## config.mk

```make
export PLATFORM = sky130hd
export DESIGN_NAME = fmrb_front
export DESIGN_NICKNAME = d
export VERILOG_FILES = /design/src/rtl/core/fmrb_pkg.sv /design/src/rtl/core/fmrb_front.sv
export SDC_FILE = /design/constraint.sdc
export NUM_CORES = 1
export LEC_CHECK = 0
export BUFFER_PORTS_ARGS = -buffer_cell sky130_fd_sc_hd__buf_2
export CAP_MARGIN = 20
export CORE_ASPECT_RATIO = 1.5
export CORE_UTILIZATION = 50
export DETAILED_ROUTE_END_ITERATION = 10
export MAX_ROUTING_LAYER = met4
export PLACE_DENSITY = 0.77
export SYNTH_ARGS = -nofsm -noshare
export SYNTH_HDL_FRONTEND = slang
export SYNTH_SLANG_ARGS = --single-unit
```

## constraint.sdc

```tcl
create_clock -name clk -period 3.91 [get_ports clk]
set_input_delay 0.782 -clock clk [delete_from_list [all_inputs] [get_ports clk]]
set_output_delay 0.782 -clock clk [all_outputs]
set_load 0.02 [all_outputs]
```

## src/rtl/core/fmrb_pkg.sv

```systemverilog
// package for the framed message ring buffer
// constants, status codes and the front-to-back command type; no dependencies
package fmrb_pkg;

  localparam int RING_BYTES_DEF   = 1024;
  localparam int HEADER_BYTES_DEF = 8;
  localparam int MAX_MESSAGE_DEF  = 64;

  localparam logic [1:0] ST_OK    = 2'd0;
  localparam logic [1:0] ST_REJ   = 2'd1;
  localparam logic [1:0] ST_EMPTY = 2'd2;
  localparam logic [1:0] ST_SMALL = 2'd3;

  localparam logic FUNC_PUT = 1'b0;
  localparam logic FUNC_GET = 1'b1;

  localparam logic [7:0] PAD_BYTE = 8'hFF;

  typedef struct packed {
    logic       func;
    logic [7:0] data_byte;
    logic       first;
    logic [9:0] byte_count;
  } cmd_t;

endpackage

```

## src/rtl/core/fmrb_front.sv

```systemverilog
// front end: two-entry command queue
// depends on fmrb_pkg
module fmrb_front (
  input  logic                clk,
  input  logic                rst_n,
  input  logic                in_valid,
  output logic                in_stall,
  input  logic                in_func,
  input  logic [7:0]          in_data_byte,
  input  logic                in_first_of_message,
  input  logic [9:0]          in_byte_count,
  output logic                q_valid,
  output fmrb_pkg::cmd_t      q_cmd,
  input  logic                q_pop
);

  fmrb_pkg::cmd_t q_r [2];
  logic [1:0]     cnt_r, cnt_nxt;
  logic           rd_r, rd_nxt;
  logic           push;
  fmrb_pkg::cmd_t c;

  assign in_stall = (cnt_r == 2'd2);
  assign push     = in_valid && !in_stall;
  assign q_valid  = (cnt_r != 2'd0);
  assign q_cmd    = q_r[rd_r];

  always_comb begin
    c.func       = in_func;
    c.data_byte  = in_data_byte;
    c.first      = in_first_of_message;
    c.byte_count = in_byte_count;
    cnt_nxt = cnt_r + {1'b0, push} - {1'b0, q_pop};
    rd_nxt  = rd_r ^ q_pop;
  end

  always_ff @(posedge clk) begin
    if (!rst_n) begin
      cnt_r <= '0;
      rd_r  <= 1'b0;
    end else begin
      cnt_r <= cnt_nxt;
      rd_r  <= rd_nxt;
    end
    if (push) begin
      q_r[rd_r ^ cnt_r[0]] <= c;
    end
  end

  assert property (@(posedge clk) disable iff (!rst_n) cnt_r <= 2'd2)
    else $error("queue count overflow");
  assert property (@(posedge clk) disable iff (!rst_n) q_pop |-> q_valid)
    else $error("pop from empty queue");
  assert property (@(posedge clk) disable iff (!rst_n) (cnt_r == 2'd0) |-> !q_pop)
    else $error("pop while empty");

endmodule

```

# Yosys cells after proc, flatten, opt, wreduce, memory -nomap -nowiden
# Memories as Yosys holds them, arrays and structs flattened. A register that Yosys moved wholly into a read port is not among the register bits.
# Cells that the tools add are included.
[op_classes] n_eq_ne=1 n_reduce_logical=3 muxes=3 bitwise=2 addsub=2
[ops] operator="$mux W1" n=3
[ops] operator="$add A2 B1 Y2" n=1
[ops] operator="$eq A2 B2 Y1 const B" n=1
[ops] operator="$reduce_bool A2 Y1" n=1
[ops] operator="$sub A2 B1 Y2" n=1
[ops] operator="$xor A1 B1 Y1" n=2
[ops] operator="$logic_and A1 B1 Y1" n=1
[ops] operator="$logic_not A1 Y1" n=1
[totals] mem_count=1 inputBits=24 reg_bits=3 ramBits=40 word_cells=14
[memory_table] name="q_r" words=2 word_bits=20 read_ports=1 rd_clocked_by_memory_dff=1 write_ports=1 line_no="fmrb_front.sv:17" source="fmrb_pkg::cmd_t q_r [2];"

# Longest topological paths before layout
[logic_depth] ltp_word=5 depth_mapped=7 ltp_nobuf=7

# Worst setup path before layout
# OpenSTA, ideal clock, no wires.
[synth_path] kind="input -> register" start="in in_valid" end="mem q_r[0][0] (netlist name) (enable)" path_stages=1 t_arrival_ps=1802 required_ps=3508 setup_slack_ps=1705 path_cell_list="a21boi_1"
[synth_between] elab_chain_cells=3
[synth_lines] element="start: declaration" line_no="fmrb_front.sv:6" source="input logic in_valid,"
[synth_lines] element="$logic_and A1 B1 Y1" line_no="fmrb_front.sv:24" source="assign push = in_valid && !in_stall;"
[synth_lines] element="$mux W1" line_no="fmrb_front.sv:45" source="if (push) begin"
[synth_lines] element="$mux W1 (not written as such)" line_no="fmrb_front.sv:46" source="q_r[rd_r ^ cnt_r[0]] <= c;"
[synth_lines] element="end: declaration" line_no="fmrb_front.sv:17"
# No other way between the ends.

==> summary.md <==
| Metric | Value |
|---|---|
| Router iterations before antenna repair | 2 |
| Number of buffers added to fix hold violations after cts | 0 |
| Total Negative Setup Slacks | 0 ns |
| Area delta synth->final | 22.55% |
| Layout cells sized above 1 | 38.97% |
| Worst r2r path cells | 3 |
| DR vias | approximately 860 |
| Start point of the worst hold path | rd_r |
| Mapped Area | 1659 um^2 |
| Mux cell area share after synthesis | 13.57% |
| Maximum level of the CTS H-tree | 2 |
| Largest net degree at the start of global routing | 21 |
| Share of the synthesized area in the top cell type | just over 70% |
| Required time of the worst setup path | roughly 3.1 ns |
| Start of the worst register-to-register path | cnt_r[0] |
| Simple-gate portion of the synthesized area | 4.072% |
| Fmax | 395.5 MHz |
| Hold Crit Depth | 2 |
| Setup Fix Bufs, Post-CTS | 0 |
| Run status | finished clean |
| HPWL after detailed placement | about 1.7 mm |
| I/O pins | 46 |
| Number of nets still failing antenna checks after routing | 0 |
| Clock period minus final worst setup slack | approximately 2.5 ns |
| Sequential power share | 54.4% |
| Parity-gate share of the synthesized area counting xor and xnor cells | 1.885% |
| Yosys reg bits | 44 |
| Share of the clock period used by the worst path | 64.67% |
| Initial cell density of the core | 52.51% |
| Total non-filler cell area in the finished layout | 2033 um^2 |
| Crit-path cells | mux2_1, buf_2 |
| Cts repair resizes | 0 |
| Setup slack of the most critical reg-to-reg path | 2.19 ns |
| Hold Path Class | reg2reg |
| RePlAce Congestion | 0.5956 |
| Highest ir drop seen on vdd | 0.4085 mV |
| Initial antenna violation count | 0 |
| Final design utilization | 64.36% |
| Max incr delay on CP | ~0.90 ns |
| Number of distinct library cell variants in the gate-level netlist after synthesis | 17 |
| Gate count after technology mapping | 84 |
| Unrepaired setup endpoints after global routing | false |
| Placement-stage cell area | 1928 um^2 |
| Insertion delay of the later-clocked pin in the worst-skew pair | 0.28 ns |
| Final setup violation count | 0 |
| Width of the die | 49.04 um |
| Combinational share of power | 22.3% |
| Clock sinks | between 40 and 50 |
| Largest family of logic cells by synthesized area | multiplexers |
| Maximum Capacitance Violations | 0 |
| Per-cell via count in the routed design | 4.903 |
| All-Layer GR Usage | 15.69% |
| Gr ovfl total | 0 |
| Dominant cell type by area after synthesis | sky130_fd_sc_hd__edfxtp_1 |
| Quantity of I/O buffers inserted on ports | 45 |
| Clock input transition at the sequential cells of the worst setup and hold paths | roughly 0.07 ns |
| Least-Margin Pin Slew | around 0.89 ns |
| Switching part of the total | between 20% and 30% |
| Count of warnings emitted by yosys | 0 |
| Share of the synthesized area in compound gates (AO/OA/AOI/OAI) | 0.9050% |
| Final Slew Violations | 0 |
| Worst clock skew | 0.002373 ns |
| CP max-delay cell | sky130_fd_sc_hd__dfxtp_1 |
| Crit Path Category | reg2out |
| Die Area | 3557 um^2 |
| CTS tree | yes |
| Number of placement rows | 25 |
| Maximum count of clock buffers along a single path | 2 |
| Post-detailed-routing wire length | 2.425 mm |
| CP endpoint kind | output pin |
| Number of failing hold endpoints at the final stage | 0 |
| Internal power contribution | 0.0008578 W |
| Starting DRC count in detailed routing | 20 |
| Final routed DRC violation total | 0 |
| Number of diodes | 0 |
| Number of global-route vias before repair | 906 |
| Cell types occupying the most area after synthesis | sky130_fd_sc_hd__edfxtp_1, sky130_fd_sc_hd__mux2_1, sky130_fd_sc_hd__dfxtp_1 |
| Worst Hold End | rd_r |
| FILL cells | 233 |
| Chip Height | a little over 70 um |
| Synth Net Count | 110 |
| Per-cell routed wire length | roughly 14 um |
| Crit-path max FO | 20 |
| Placeable core area | between 3000 and 4000 um^2 |
| Worst Setup Start Kind | flop |
| Arr. time, crit path | ~1.8 ns |
| Destination of the worst register-to-register timing path | q_r[0][0] |
| Average cell area after synthesis | 19.75 um^2 |
| Buffer type at the clock tree root | sky130_fd_sc_hd__clkbuf_8 |
| Worst relative slew slack | ~40% |
| P_sw | 0.0003149 W |
| Part of the total power dissipated in the clock network | 23.3% |
| TritonCTS Buffers | 5 |
| Total power divided by cell area | 576.8 nW/um^2 |
| Net count of the finished layout | 161 |
| Register area share after synthesis | 77.22% |
| Global-route wire length before repair | 3.898 mm |
| Reported leakage power | 0.7892 nW |
| Adder-cell share of the synthesized area | 1.508% |
-- routing by layer --
layer  global-route usage (%)  share of wire [%]  vias up
li1                         -                  -      420
met1                    14.91                 37      412
met2                    28.24                 55       25
met3                    6.080                5.8        6
met4                    5.882                1.6        0
met5                        -                  0        -
-- layout by cell type (no fill, tap or decap), drive strengths merged --
cell	instances
nand2	1
buf	46
nand2b	1
edfxtp	40
a21boi	1
ha	2
or3	1
xor2	1
or2	1
inv	1
mux2	20
o21a	1
and2	3
nor2b	3
clkbuf	8
nor3b	1
xnor3	1
dfxtp	4
-- synth_stat cells --
cell type	number
sky130_fd_sc_hd__dfxtp_1	4
sky130_fd_sc_hd__and2_1	3
sky130_fd_sc_hd__or2_1	1
sky130_fd_sc_hd__xnor3_1	1
sky130_fd_sc_hd__ha_1	2
sky130_fd_sc_hd__nand2_1	1
sky130_fd_sc_hd__nand2b_1	1
sky130_fd_sc_hd__buf_2	2
sky130_fd_sc_hd__inv_1	1
sky130_fd_sc_hd__mux2_1	20
sky130_fd_sc_hd__o21a_1	1
sky130_fd_sc_hd__or3_1	1
sky130_fd_sc_hd__edfxtp_1	40
sky130_fd_sc_hd__nor3b_1	1
sky130_fd_sc_hd__a21boi_1	1
sky130_fd_sc_hd__xor2_1	1
sky130_fd_sc_hd__nor2b_1	3
-- critical path, delay by kind of cell, from the launching register on --
kind	cells	cell delay, ns
DFF	1	0.90
muxes	1	0.40
buffers and inverters	1	0.17
-- per-stage QoR --
| stage | total power [W] | worst slack [ns] | std cells | hold slack [ns] |
|---|---|---|---|---|
| after global placement | 0.0008934 | 1.681 | 167 | 0.6380 |
| after detailed placement | 0.0009064 | 1.657 | 167 | 0.6748 |
| final | 0.001173 | 1.381 | 176 | 0.6839 |
| after global routing | 0.001231 | 1.265 | 176 | 0.6667 |
| after CTS | 0.001180 | 1.336 | 175 | 0.6718 |
| after floorplan | 0.0008145 | 1.705 | 84 | 0.6209 |
-- kinds of logic (layout without fill, tap and decap cells) --
kind of cell	after synthesis	in the layout
fa+ha+maj	2	2
flops	44	44
mux	20	20
xor+xnor	2	2
buf+inv	3	55
simple gates	11	11
compound gates	2	2
-- power groups by stage --
| stage | clock, W | sequential, W | combinational (W) |
|---|---|---|---|
| floorplan | 0 | 0.000633 | 0.000181 |
| global placement | 0 | 0.000644 | 0.000249 |
| detailed placement | 0 | 0.000651 | 0.000255 |
| CTS | 0.000283 | 0.000640 | 0.000257 |
| global route | 0.000300 | 0.000648 | 0.000283 |
| finish | 0.000273 | 0.000638 | 0.000261 |
-- cell type report --
cell class | count | area, um^2 | share of cell area (%)
sequential | 44 | 1281 | 63.02
multi-input combinational | 37 | 367.9 | 18.09
timing repair buffer | 46 | 240.2 | 11.82
clock buffer | 8 | 90.09 | 4.431
tap | 40 | 50.05 | 2.462
inverter | 1 | 3.754 | 0.1846
-- worst max-delay path by stage --
stage               cells after the start  slack [ns]     start   endpoint
finish                                  2        1.38      flop  q_cmd[10]
detailed placement                      2        1.66      flop  q_cmd[10]
global route                            2        1.27      flop  q_cmd[14]
floorplan                               1        1.71  in_valid  q_r[0][0]
CTS                                     2        1.34      flop  q_cmd[10]
global placement                        2        1.68      flop   q_cmd[9]
-- registers in the layout (all words and copies together) (netlist names), named ones only --
register / count
cnt_r: 2
q_r: 40
rd_r: 1
(Power assumes the default switching activity.)
